`src/sv/gda_pkg.sv`:
```
// Shared types, constants and calendar helpers for the Gregorian date adder.
package gda_pkg;

    localparam logic [1:0] CMD_ADD_DAYS     = 2'd0;
    localparam logic [1:0] CMD_ADD_MONTHS   = 2'd1;
    localparam logic [1:0] CMD_YEARS_STEP   = 2'd2;
    localparam logic [1:0] CMD_YEARS_AT_ONCE = 2'd3;

    localparam logic [1:0] STATUS_OK       = 2'd0;
    localparam logic [1:0] STATUS_INVALID  = 2'd1;
    localparam logic [1:0] STATUS_OVERFLOW = 2'd2;

    localparam logic [13:0] YEAR_MAX      = 14'd9999;
    localparam logic [13:0] CYCLE_YEARS   = 14'd400;
    localparam logic [13:0] CYCLE_LAST    = 14'd399;
    localparam logic [8:0]  CENTURY_1     = 9'd100;
    localparam logic [8:0]  CENTURY_2     = 9'd200;
    localparam logic [8:0]  CENTURY_3     = 9'd300;
    localparam logic [3:0]  MONTH_FEB     = 4'd2;
    localparam logic [3:0]  MONTH_DEC     = 4'd12;
    localparam logic [3:0]  MONTH_JAN     = 4'd1;
    localparam logic [4:0]  FEB_LEAP_LEN  = 5'd29;
    localparam logic [4:0]  FEB_SHORT_LEN = 5'd28;
    localparam logic [15:0] MONTHS_PER_YEAR = 16'd12;

    // Highest shift of the year-cycle length that fits in a 14-bit year.
    localparam logic [2:0]  MOD_TOP_SHIFT = 3'd5;

    localparam logic [4:0] MONTH_LEN [12] = '{
        5'd31, 5'd28, 5'd31, 5'd30, 5'd31, 5'd30,
        5'd31, 5'd31, 5'd30, 5'd31, 5'd30, 5'd31
    };

    typedef struct packed {
        logic load;
        logic mod_step;
        logic set_invalid;
        logic years_load;
        logic year_fix;
        logic walk_step;
        logic emit;
    } t_dp_cmd;

    typedef struct packed {
        logic       mod_last;
        logic       date_ok;
        logic       year_ovf;
        logic       walk_last;
        logic [1:0] command;
    } t_dp_stat;

    // Leap test from the two low year bits and the year modulo 400.
    function automatic logic is_leap(input logic [1:0] y_lo, input logic [8:0] y400);
        return (y_lo == 2'd0) && (y400 != CENTURY_1) && (y400 != CENTURY_2)
               && (y400 != CENTURY_3);
    endfunction

    function automatic logic [4:0] days_in(input logic [3:0] m, input logic leap);
        logic [4:0] len;
        len = 5'd0;
        if (m == MONTH_FEB) begin
            len = leap ? FEB_LEAP_LEN : FEB_SHORT_LEN;
        end else if ((m >= MONTH_JAN) && (m <= MONTH_DEC)) begin
            len = MONTH_LEN[m - MONTH_JAN];
        end
        return len;
    endfunction

    function automatic logic [13:0] mod_bound(input logic [2:0] k);
        return CYCLE_YEARS << k;
    endfunction

endpackage

```
`src/sv/gregorian_date_adder.sv`:
```
// Gregorian date adder: adds days, months or years to a date, one item at a time.
//
// Input: drive i_command, i_amount, i_day_in, i_month_in, i_year_in and raise
// start; the item is taken at the clock edge where start is high and busy is
// low. busy stays high until the item is finished.
// Output: o_valid pulses for one cycle with o_day_out, o_month_out, o_year_out
// and o_status; the receiver takes it then and cannot hold it off. The result
// registers keep their value until the next result.
// Steps: the year residue unit reduces the input year, the date is checked, then
// - add days: one step per month walked,
// - add months: one step per whole year while at least 12 months remain and the
//   day is 28 or less, else one step per month,
// - add years: a residue pass on the new year and one fix-up step,
// and last the output and the return to idle; an invalid date or a years overflow
// goes from the check to the output. The month walker is the limit on throughput.
// Reset (i_rst_n low, synchronous) returns the sequencer to idle and clears
// o_valid; an item in flight is dropped.
module gregorian_date_adder (
    input  logic        i_clk,
    input  logic        i_rst_n,
    input  logic        start,
    output logic        busy,
    input  logic [1:0]  i_command,
    input  logic [15:0] i_amount,
    input  logic [4:0]  i_day_in,
    input  logic [3:0]  i_month_in,
    input  logic [13:0] i_year_in,
    output logic        o_valid,
    output logic [4:0]  o_day_out,
    output logic [3:0]  o_month_out,
    output logic [13:0] o_year_out,
    output logic [1:0]  o_status
);

    gda_pkg::t_dp_cmd  dp_cmd;
    gda_pkg::t_dp_stat dp_stat;

    gda_ctrl u_ctrl (
        .i_clk   (i_clk),
        .i_rst_n (i_rst_n),
        .start   (start),
        .busy    (busy),
        .i_stat  (dp_stat),
        .o_cmd   (dp_cmd)
    );

    gda_datapath u_dp (
        .i_clk       (i_clk),
        .i_rst_n     (i_rst_n),
        .i_cmd       (dp_cmd),
        .i_command   (i_command),
        .i_amount    (i_amount),
        .i_day_in    (i_day_in),
        .i_month_in  (i_month_in),
        .i_year_in   (i_year_in),
        .o_stat      (dp_stat),
        .o_valid     (o_valid),
        .o_day_out   (o_day_out),
        .o_month_out (o_month_out),
        .o_year_out  (o_year_out),
        .o_status    (o_status)
    );

endmodule

```
`src/sv/gda_datapath.sv`:
```
// Datapath of the date adder: date registers, year-cycle residue unit and step logic.
module gda_datapath (
    input  logic               i_clk,
    input  logic               i_rst_n,
    input  gda_pkg::t_dp_cmd   i_cmd,
    input  logic [1:0]         i_command,
    input  logic [15:0]        i_amount,
    input  logic [4:0]         i_day_in,
    input  logic [3:0]         i_month_in,
    input  logic [13:0]        i_year_in,
    output gda_pkg::t_dp_stat  o_stat,
    output logic               o_valid,
    output logic [4:0]         o_day_out,
    output logic [3:0]         o_month_out,
    output logic [13:0]        o_year_out,
    output logic [1:0]         o_status
);

    logic [1:0]  r_cmd, n_cmd;
    logic [4:0]  r_d0, n_d0;
    logic [3:0]  r_m0, n_m0;
    logic [13:0] r_y0, n_y0;
    logic [4:0]  r_d, n_d;
    logic [3:0]  r_m, n_m;
    logic [13:0] r_y, n_y;
    logic [15:0] r_rem, n_rem;
    logic [13:0] r_mrem, n_mrem;
    logic [2:0]  r_k, n_k;
    logic [1:0]  r_stat, n_stat;
    logic        r_valid, n_valid;
    logic [4:0]  r_od, n_od;
    logic [3:0]  r_om, n_om;
    logic [13:0] r_oy, n_oy;
    logic [1:0]  r_os, n_os;

    logic        leap_cur, leap_nxt, wrap, y_last, days_fit, jump, walk_ovf, year_ovf;
    logic [4:0]  dim_cur, left, len_nxt;
    logic [3:0]  m_nxt;
    logic [13:0] y_nxt, y400_inc, y400_nxt, bound;
    logic [16:0] year_sum;
    logic        is_days;

    always_comb begin
        is_days  = (r_cmd == gda_pkg::CMD_ADD_DAYS);
        leap_cur = gda_pkg::is_leap(r_y[1:0], r_mrem[8:0]);
        dim_cur  = gda_pkg::days_in(r_m, leap_cur);
        left     = dim_cur - r_d;
        y_last   = (r_y == gda_pkg::YEAR_MAX);
        y400_inc = (r_mrem == gda_pkg::CYCLE_LAST) ? 14'd0 : r_mrem + 14'd1;
        wrap     = (r_m == gda_pkg::MONTH_DEC);
        m_nxt    = wrap ? gda_pkg::MONTH_JAN : r_m + 4'd1;
        y_nxt    = wrap ? r_y + 14'd1 : r_y;
        y400_nxt = wrap ? y400_inc : r_mrem;
        leap_nxt = gda_pkg::is_leap(y_nxt[1:0], y400_nxt[8:0]);
        len_nxt  = gda_pkg::days_in(m_nxt, leap_nxt);
        days_fit = (r_rem <= {11'd0, left});
        jump     = (r_rem >= gda_pkg::MONTHS_PER_YEAR) && (r_d <= gda_pkg::FEB_SHORT_LEN);
        if (is_days) begin
            walk_ovf = !days_fit && wrap && y_last;
        end else begin
            walk_ovf = (r_rem != 16'd0) && y_last && (jump || wrap);
        end
        year_sum = {3'd0, r_y0} + {1'b0, r_rem};
        year_ovf = (year_sum > {3'd0, gda_pkg::YEAR_MAX});
        bound    = gda_pkg::mod_bound(r_k);

        o_stat.mod_last  = (r_k == 3'd0);
        o_stat.date_ok   = (r_m >= gda_pkg::MONTH_JAN) && (r_m <= gda_pkg::MONTH_DEC)
                           && (r_y != 14'd0) && (r_y <= gda_pkg::YEAR_MAX)
                           && (r_d != 5'd0) && (r_d <= dim_cur);
        o_stat.year_ovf  = year_ovf;
        o_stat.walk_last = walk_ovf || (is_days ? days_fit : (r_rem == 16'd0));
        o_stat.command   = r_cmd;
    end

    always_comb begin
        n_cmd   = r_cmd;
        n_d0    = r_d0;
        n_m0    = r_m0;
        n_y0    = r_y0;
        n_d     = r_d;
        n_m     = r_m;
        n_y     = r_y;
        n_rem   = r_rem;
        n_mrem  = r_mrem;
        n_k     = r_k;
        n_stat  = r_stat;
        n_valid = 1'b0;
        n_od    = r_od;
        n_om    = r_om;
        n_oy    = r_oy;
        n_os    = r_os;

        if (i_cmd.load) begin
            n_cmd  = i_command;
            n_d0   = i_day_in;
            n_m0   = i_month_in;
            n_y0   = i_year_in;
            n_d    = i_day_in;
            n_m    = i_month_in;
            n_y    = i_year_in;
            n_rem  = i_amount;
            n_mrem = i_year_in;
            n_k    = gda_pkg::MOD_TOP_SHIFT;
            n_stat = gda_pkg::STATUS_OK;
        end

        // restoring residue step: one shifted copy of 400 per cycle
        if (i_cmd.mod_step) begin
            if (r_mrem >= bound) begin
                n_mrem = r_mrem - bound;
            end
            n_k = r_k - 3'd1;
        end

        if (i_cmd.set_invalid) begin
            n_stat = gda_pkg::STATUS_INVALID;
        end

        if (i_cmd.years_load) begin
            if (year_ovf) begin
                n_stat = gda_pkg::STATUS_OVERFLOW;
            end else begin
                n_y    = year_sum[13:0];
                n_mrem = year_sum[13:0];
                n_k    = gda_pkg::MOD_TOP_SHIFT;
            end
        end

        if (i_cmd.year_fix) begin
            if ((r_m == gda_pkg::MONTH_FEB) && (r_d == gda_pkg::FEB_LEAP_LEN)) begin
                if (r_cmd == gda_pkg::CMD_YEARS_STEP) begin
                    if (r_rem != 16'd0) begin
                        n_d = gda_pkg::FEB_SHORT_LEN;
                    end
                end else if (!leap_cur) begin
                    n_d = gda_pkg::FEB_SHORT_LEN;
                end
            end
        end

        if (i_cmd.walk_step) begin
            if (walk_ovf) begin
                n_stat = gda_pkg::STATUS_OVERFLOW;
            end else if (is_days) begin
                if (days_fit) begin
                    n_d   = r_d + r_rem[4:0];
                    n_rem = 16'd0;
                end else begin
                    // roll to the first of the next month
                    n_rem  = r_rem - {11'd0, left} - 16'd1;
                    n_d    = 5'd1;
                    n_m    = m_nxt;
                    n_y    = y_nxt;
                    n_mrem = y400_nxt;
                end
            end else if (r_rem != 16'd0) begin
                if (jump) begin
                    // a whole year cannot clamp a day of 28 or less
                    n_rem  = r_rem - gda_pkg::MONTHS_PER_YEAR;
                    n_y    = r_y + 14'd1;
                    n_mrem = y400_inc;
                end else begin
                    n_rem  = r_rem - 16'd1;
                    n_m    = m_nxt;
                    n_y    = y_nxt;
                    n_mrem = y400_nxt;
                    if (r_d > len_nxt) begin
                        n_d = len_nxt;
                    end
                end
            end
        end

        if (i_cmd.emit) begin
            n_valid = 1'b1;
            n_os    = r_stat;
            if (r_stat != gda_pkg::STATUS_OK) begin
                n_od = r_d0;
                n_om = r_m0;
                n_oy = r_y0;
            end else begin
                n_od = r_d;
                n_om = r_m;
                n_oy = r_y;
            end
        end
    end

    always_ff @(posedge i_clk) begin
        if (!i_rst_n) begin
            r_valid <= 1'b0;
            r_stat  <= gda_pkg::STATUS_OK;
        end else begin
            r_valid <= n_valid;
            r_stat  <= n_stat;
        end
    end

    always_ff @(posedge i_clk) begin
        r_cmd  <= n_cmd;
        r_d0   <= n_d0;
        r_m0   <= n_m0;
        r_y0   <= n_y0;
        r_d    <= n_d;
        r_m    <= n_m;
        r_y    <= n_y;
        r_rem  <= n_rem;
        r_mrem <= n_mrem;
        r_k    <= n_k;
        r_od   <= n_od;
        r_om   <= n_om;
        r_oy   <= n_oy;
        r_os   <= n_os;
    end

    assign o_valid     = r_valid;
    assign o_day_out   = r_od;
    assign o_month_out = r_om;
    assign o_year_out  = r_oy;
    assign o_status    = r_os;

endmodule

```
`src/sv/gda_ctrl.sv`:
```
// Sequencer of the date adder: accepts an item and steps the datapath through it.
module gda_ctrl (
    input  logic               i_clk,
    input  logic               i_rst_n,
    input  logic               start,
    output logic               busy,
    input  gda_pkg::t_dp_stat  i_stat,
    output gda_pkg::t_dp_cmd   o_cmd
);

    typedef enum logic [6:0] {
        S_IDLE  = 7'b0000001,
        S_MOD1  = 7'b0000010,
        S_CHECK = 7'b0000100,
        S_MOD2  = 7'b0001000,
        S_YFIX  = 7'b0010000,
        S_WALK  = 7'b0100000,
        S_DONE  = 7'b1000000
    } t_state;

    t_state r_state, n_state;

    always_comb begin
        n_state = r_state;
        o_cmd   = '0;
        case (r_state)
            S_IDLE: begin
                if (start) begin
                    o_cmd.load = 1'b1;
                    n_state    = S_MOD1;
                end
            end
            S_MOD1: begin
                o_cmd.mod_step = 1'b1;
                if (i_stat.mod_last) begin
                    n_state = S_CHECK;
                end
            end
            S_CHECK: begin
                if (!i_stat.date_ok) begin
                    o_cmd.set_invalid = 1'b1;
                    n_state           = S_DONE;
                end else if ((i_stat.command == gda_pkg::CMD_ADD_DAYS)
                             || (i_stat.command == gda_pkg::CMD_ADD_MONTHS)) begin
                    n_state = S_WALK;
                end else begin
                    o_cmd.years_load = 1'b1;
                    n_state          = i_stat.year_ovf ? S_DONE : S_MOD2;
                end
            end
            S_MOD2: begin
                o_cmd.mod_step = 1'b1;
                if (i_stat.mod_last) begin
                    n_state = S_YFIX;
                end
            end
            S_YFIX: begin
                o_cmd.year_fix = 1'b1;
                n_state        = S_DONE;
            end
            S_WALK: begin
                o_cmd.walk_step = 1'b1;
                if (i_stat.walk_last) begin
                    n_state = S_DONE;
                end
            end
            S_DONE: begin
                o_cmd.emit = 1'b1;
                n_state    = S_IDLE;
            end
            default: begin
                n_state = S_IDLE;
            end
        endcase
    end

    always_ff @(posedge i_clk) begin
        if (!i_rst_n) begin
            r_state <= S_IDLE;
        end else begin
            r_state <= n_state;
        end
    end

    assign busy = (r_state != S_IDLE);

endmodule

```
`config.mk`:
```
export PLATFORM = sky130hd
export DESIGN_NAME = gregorian_date_adder
export DESIGN_NICKNAME = d
export VERILOG_FILES = /design/src/sv/gda_pkg.sv /design/src/sv/gregorian_date_adder.sv /design/src/sv/gda_datapath.sv /design/src/sv/gda_ctrl.sv
export SDC_FILE = /design/constraint.sdc
export NUM_CORES = 1
export LEC_CHECK = 0
export BUFFER_PORTS_ARGS = -buffer_cell sky130_fd_sc_hd__buf_2
export CELL_PAD_IN_SITES_DETAIL_PLACEMENT = 1
export CELL_PAD_IN_SITES_GLOBAL_PLACEMENT = 2
export CORE_MARGIN = 2
export CORE_UTILIZATION = 30
export DETAILED_ROUTE_END_ITERATION = 8
export HOLD_SLACK_MARGIN = 0.12
export MAX_ROUTING_LAYER = met4
export PLACE_DENSITY = 0.76
export REMOVE_ABC_BUFFERS = 1
export SLEW_MARGIN = 20
export SYNTH_ARGS = -nofsm -noshare
export SYNTH_HDL_FRONTEND = slang
export SYNTH_SLANG_ARGS = --single-unit
```
`constraint.sdc`:
```
create_clock -name i_clk -period 12.9 [get_ports i_clk]
set_input_delay 2.58 -clock i_clk [delete_from_list [all_inputs] [get_ports i_clk]]
set_output_delay 2.58 -clock i_clk [all_outputs]
set_load 0.02 [all_outputs]
```
Word-level counts from Yosys, hierarchy flattened. Memory sizes are Yosys's and may differ from the RTL's. Cells that the tools add are included.

Input bits: 44. Memories: 2. Memory bits (read-only): 160. Output and inout port bits: 27. Flip-flop bits (word level): 116.

Memories: (no name shown) (depth 16, width 5, read ports 1, clocked after Yosys merged registers in 0, wr ports 0, RTL line gda_pkg.sv:64) `len = MONTH_LEN[m - MONTH_JAN];`; (no name shown) (depth 16, width 5, read ports 1, clocked after Yosys merged registers in 0, wr ports 0, RTL line gda_pkg.sv:64).

$lt $le $gt $ge: 14. Multiplexer cells: 95. Shifts and indexed selects: 1. Reduce and logical (&&, ||, !) cells: 33. Equal/unequal tests: 26. Bitwise logic cells: 2. $add $sub $neg: 14.

Operator list (number): $mux 14 (24); $mux 16 (7); $mux 5 (22); $mux 7 (7); $pmux 7 s6 (1); $mux 4 (9); $sub 16x1->16 const B (2); $add 14x1->14 const B (2); $logic_and 1x1->1 (18); $ne 9x7->1 const B (2); $ne 9x8->1 const B (2); $ne 9x9->1 const B (2); $add 14x16->17 (1); $gt 17x14->1 const B (1); $ge 16x4->1 const B (1); $le 16x5->1 (1); $logic_not 16->1 (1); $reduce_bool 16->1 (1); $sub 16x4->16 const B (1); $sub 16x5->16 (1); $eq 14x14->1 const B (1); $eq 14x9->1 const B (1); $ge 14x14->1 (1); $le 14x14->1 const B (1); 40 further kinds (75).

Logic depth before layout (Yosys ltp).
Word-level depth: 16. Mapped depth: 26. Gate-level depth less buffers: 23.

Modules after synthesis. Synthesis repeated with hierarchy kept, for this count alone.

Cells, all modules: 1127. Area total of the unflattened synthesis: 9525.4 um^2.

By module, submodules not included: gda_datapath (cells each 1057, area an instance 8967.4 um^2, sequential area each 2702.6 um^2, times used 1); gda_ctrl (cells each 70, area an instance 558.0 um^2, sequential area each 140.1 um^2, times used 1).

Worst setup path before layout. Ideal clock, no wire load.

Kind: reg2reg. Start: register u_dp.r_m[0]. End: register u_dp.r_rem[11]. Arrival: 5.053 ns. Clock period less this slack: 5.174 ns. Slack: 7.726 ns. Stages on the path, launching flop included: 26. Data required time: 12.779 ns. Cells stage by stage: dfxtp_1 -> clkbuf_1 -> inv_1 -> ha_1 -> nor2_1 -> nor2_1 -> nor2_1 -> a21oi_1 -> o311ai_0 -> o31a_1 -> ha_1 -> inv_1 -> fa_1 -> a21o_1 -> a21oi_1 -> xor2_1 -> ha_1 -> and4b_1 -> o21a_1 -> o211ai_1 -> and3_1 -> clkbuf_1 -> o31ai_1 -> clkbuf_1 -> nand2_1 -> a2bb2o_1.

Cells in the longest elaborated chain, start to end: 15. Elaborated cells on any way between the ends: 26. Those cells by class: add/sub (4); order compare (3); eq/ne (2); mux (9); bitwise (1); reduce/logical (6); memory (1).

Ends and longest elaborated chain: start: declaration (RTL line gda_datapath.sv:24) `logic [3:0] r_m, n_m;`; start signal: assignment (RTL line gda_datapath.sv:206) `r_m <= n_m;`; branches (longest 13 deep; another with $sub 16x5->16); $mux 16 (*) (RTL line gda_datapath.sv:143) `if (walk_ovf) begin`; $mux 16 (*) (RTL line gda_datapath.sv:142) `if (i_cmd.walk_step) begin`; net u_dp.n_rem[11] (RTL line gda_datapath.sv:26) `logic [15:0] r_rem, n_rem;`; end signal: assignment (RTL line gda_datapath.sv:208) `r_rem <= n_rem;`; end: declaration (RTL line gda_datapath.sv:26).

Mark *: on every way through the listed nets, which the timed path passes. The select of a mux whose other input is x is not followed. A chain may end at the register's enable or synchronous reset.

Final worst setup path.
Start: register u_dp.r_m[0]. End: register u_dp.r_mrem[3].

Cells in the longest elaborated chain, start to end: 16. Elaborated cells on any way between the ends: 35. Those cells by class: add/sub (2); order compare (4); eq/ne (2); mux (15); bitwise (1); reduce/logical (10); memory (1).

Ends and longest elaborated chain: branches (longest 15 deep; another with $le 16x5->1); $mux 14 (*) (RTL line gda_datapath.sv:142); net u_dp.n_mrem[3] (RTL line gda_datapath.sv:27) `logic [13:0] r_mrem, n_mrem;`; end signal: assignment (RTL line gda_datapath.sv:209) `r_mrem <= n_mrem;`; end: declaration (RTL line gda_datapath.sv:27).

Marked as above.

==> flow_metrics.env <==
export IMPL_status="complete, no violations"
export IMPL_drt_total_wl_um=37590
export IMPL_synthArstFlopShare=0
export IMPL_critPathLaunch="u_dp.r_m[0]"
export IMPL_gp_congestion=0.9485
export IMPL_required_ps=13220
export IMPL_pwr_density_cell_mw_per_mm2=180.3
export IMPL_initial_core_util=0.3063
export IMPL_multi_input_area_mm2=0.006241
export IMPL_grtUsageMet1=0.3073
export IMPL_avgSynthCellArea_um2=8.524
export IMPL_fin_nets=1270
export IMPL_crit_type="flip-flop to flip-flop"
export IMPL_globalRouteOverflowTotal=0
export IMPL_cp_cell_sequence="inv_1, ha_1, inv_1, o41ai_1, o31a_1, ha_1, inv_1, fa_1, a21o_1, a21oi_1, xor2_1, ha_1, a211oi_1, nand2_1, o211ai_1, and2_1, a21boi_1, a31o_2, a2111oi_0, nor3_2"
export IMPL_cpPeakStageDelay_ps=680
export IMPL_dr_first_iter_drc_count=607
export IMPL_max_slew_worst_pin_slew_ps=1011
export IMPL_dp_hpwl_um=28730
export IMPL_reg2regPathDepth=20
export IMPL_clkSinkCount=116
export IMPL_ys_flop_type="dfxtp_1"
export IMPL_seq_area_frac_synth=0.3010
export IMPL_arrival_ps=6450
export IMPL_netlist_area_mm2=0.009444
export IMPL_first_pass_iters=5
export IMPL_fmax_mhz=163.0
export IMPL_ctsHoldBuffers=0
export IMPL_drive_gt1_frac=0.1452
export IMPL_wl_per_cell_um=23.99
export IMPL_period_needed_ps=6133
export IMPL_coreArea_mm2=0.03083
export IMPL_period_share=0.4754
export IMPL_die_y_um=181.4
export IMPL_slowest_stage="o41ai_1"
export IMPL_area_sequential_mm2=0.002843
export IMPL_grt_first_pass_wirelength_um=58880
export IMPL_cts_resized=0
export IMPL_end_kind="flip-flop"
export IMPL_ys_ff_latch=116
export IMPL_p_leak_nw=4.179
export IMPL_grt_pass1_vias=9581
export IMPL_fillCellCount=3631
export IMPL_whs_ps=486.4
export IMPL_rsz0062_at_grt="false"
export IMPL_synth_distinct_cells=84
export IMPL_setup_viol=0
export IMPL_relSlewSlack=0.3261
export IMPL_clkTransAtPathRegs_ps=70
export IMPL_htree_num_levels=4
export IMPL_rrSetupSlack_ps=6770
export IMPL_grt_use_total=0.2393
export IMPL_pin_count=71
export IMPL_row_count=64
export IMPL_synth_edf_count=52
export IMPL_met2_usage=0.3854
export IMPL_grt_max_degree=44
export IMPL_met3_usage=0.03149
export IMPL_ant_nets=0
export IMPL_worst_path_max_fanout=14
export IMPL_hold_viol=0
export IMPL_die_w_um=181.4
export IMPL_yosysWarnings=0
export IMPL_io_buffers=70
export IMPL_insertion_delay_ps=440
export IMPL_rr_startpoint="u_dp.r_m[0]"
export IMPL_antenna_found_initial=1
export IMPL_clockBufferDepth=2
export IMPL_top_usage_layer="met2"
export IMPL_min_path_cells=0
export IMPL_ir_drop_mv=0.08640
export IMPL_slew_viol_final=0
export IMPL_worst_setup_path_start_kind="flip-flop"
export IMPL_antenna_cells=0
export IMPL_postCtsSetupBuffers=0
export IMPL_skew_ps=14.41
export IMPL_hold_class="flip-flop to flip-flop"
export IMPL_die_area_mm2=0.03292
export IMPL_tritoncts="done"
export IMPL_hold_start="u_dp.r_stat[1]"
export IMPL_cts_root_buf="clkbuf_16"
export IMPL_finalSetupTns_ps=0
export IMPL_num_vias=9271
export IMPL_synthCells=1108
export IMPL_viasPerCell=5.916
export IMPL_cap_violations=0
export IMPL_route_detailed_drc=0
export IMPL_areaGrowthSynthToFinish_pct=14.63
export IMPL_cts_made_buffers=17
## layer usage
layer,vias to the layer above,share of wire
li1,4355,-
met1,4610,0.46
met2,244,0.47
met3,62,0.038
met4,0,0.033
met5,-,0
## critical path: cells and delay by family (launching register included)
kind	cells	cell delay (ps)
flip-flops	1	440
adder cells (fa/ha/maj)	4	1160
AND/OR/NAND/NOR	3	700
AO/OA/AOI/OAI	9	3100
XOR/XNOR	1	180
buffers and inverters	3	410
## state kept, by name (all words and copies together), names as in the netlist, 3 cells and up
register / flops
u_dp.r_mrem: 14
u_dp.r_m: 4
u_dp.r_d: 5
u_ctrl.r_state: 7
u_dp.o_year_out: 14
u_dp.o_day_out: 5
u_dp.r_y0: 14
u_dp.r_rem: 16
u_dp.r_m0: 4
u_dp.r_k: 3
u_dp.o_month_out: 4
u_dp.r_y: 14
u_dp.r_d0: 5
## cells in the final DEF, fill, tap and decap left out, types with 21 or more instances in the layout
cell type and count:
mux2_2 28, ha_1 64, nor2_1 67, mux2i_1 39, inv_1 42, dfxtp_1 64, nand2_1 111, nand3_1 34
o22ai_1 23, o21ai_0 64, and3_1 21, buf_2 70, nor3_1 22, a21oi_1 72, edfxtp_1 52
## power breakdown
part	internal, mW	switching (mW)	total [mW]	leakage [nW]
logic	0.356	0.515	0.871	2.87
clock network	0.301	0.209	0.510	0.296
registers	0.440	0.131	0.571	1.02
total	1.10	0.854	1.95	4.18
## cell type report
type	count	share of cell area
multi-input combinational	894	0.5765
sequential	116	0.2626
tap	396	0.04577
timing repair buffer	86	0.04346
clock buffer	18	0.04161
clock inverter	14	0.01503
inverter	43	0.01503
## synth_stat cells, drive strengths merged (13+ instances only)
cell	number	area share
o21ai	69	0.037
mux2	28	0.033
nand2	111	0.044
nor2	68	0.027
o22ai	23	0.015
inv	43	0.017
nor2b	13	0.0086
a21oi	72	0.038
nor3	24	0.014
or3	14	0.0093
o21a	17	0.014
mux2i	39	0.041
a211oi	16	0.013
xnor2	14	0.013
and3	21	0.014
o211ai	18	0.014
clkbuf	45	0.018
ha	64	0.085
nand3	34	0.018
edfxtp	52	0.17
dfxtp	64	0.14
## per-stage QoR
step	setup slack (ps)	std cells	utilization	instance area, um^2	total power [mW]
floorplan	6574	1053	-	9219	1.145
global placement	7033	1535	0.3310	10200	1.411
detailed placement	6824	1535	0.3311	10210	1.429
CTS	6814	1567	0.3510	10820	1.944
global route	6233	1567	0.3511	10830	2.074
finish	6767	1567	0.3511	10830	1.952
## path summary, 6_finish.rpt
| path | end |
|---|---|
| worst min-delay path | u_dp.o_status[1] |
| worst max register to register | u_dp.r_mrem[3] |
| worst min register to register | u_dp.o_status[1] |
| worst max-delay path | u_dp.r_mrem[3] |
## logic make-up after synthesis
family	after synthesis	synth area share
adder cells (fa/ha/maj)	68	0.09327
buffers and inverters	98	0.04094
XOR/XNOR	25	0.02318
AO/OA/AOI/OAI	365	0.2674
multiplexers	67	0.07472
AND/OR/NAND/NOR	369	0.1995
flip-flops	116	0.3010
Note: power is estimated with default switching activity, not from simulation.
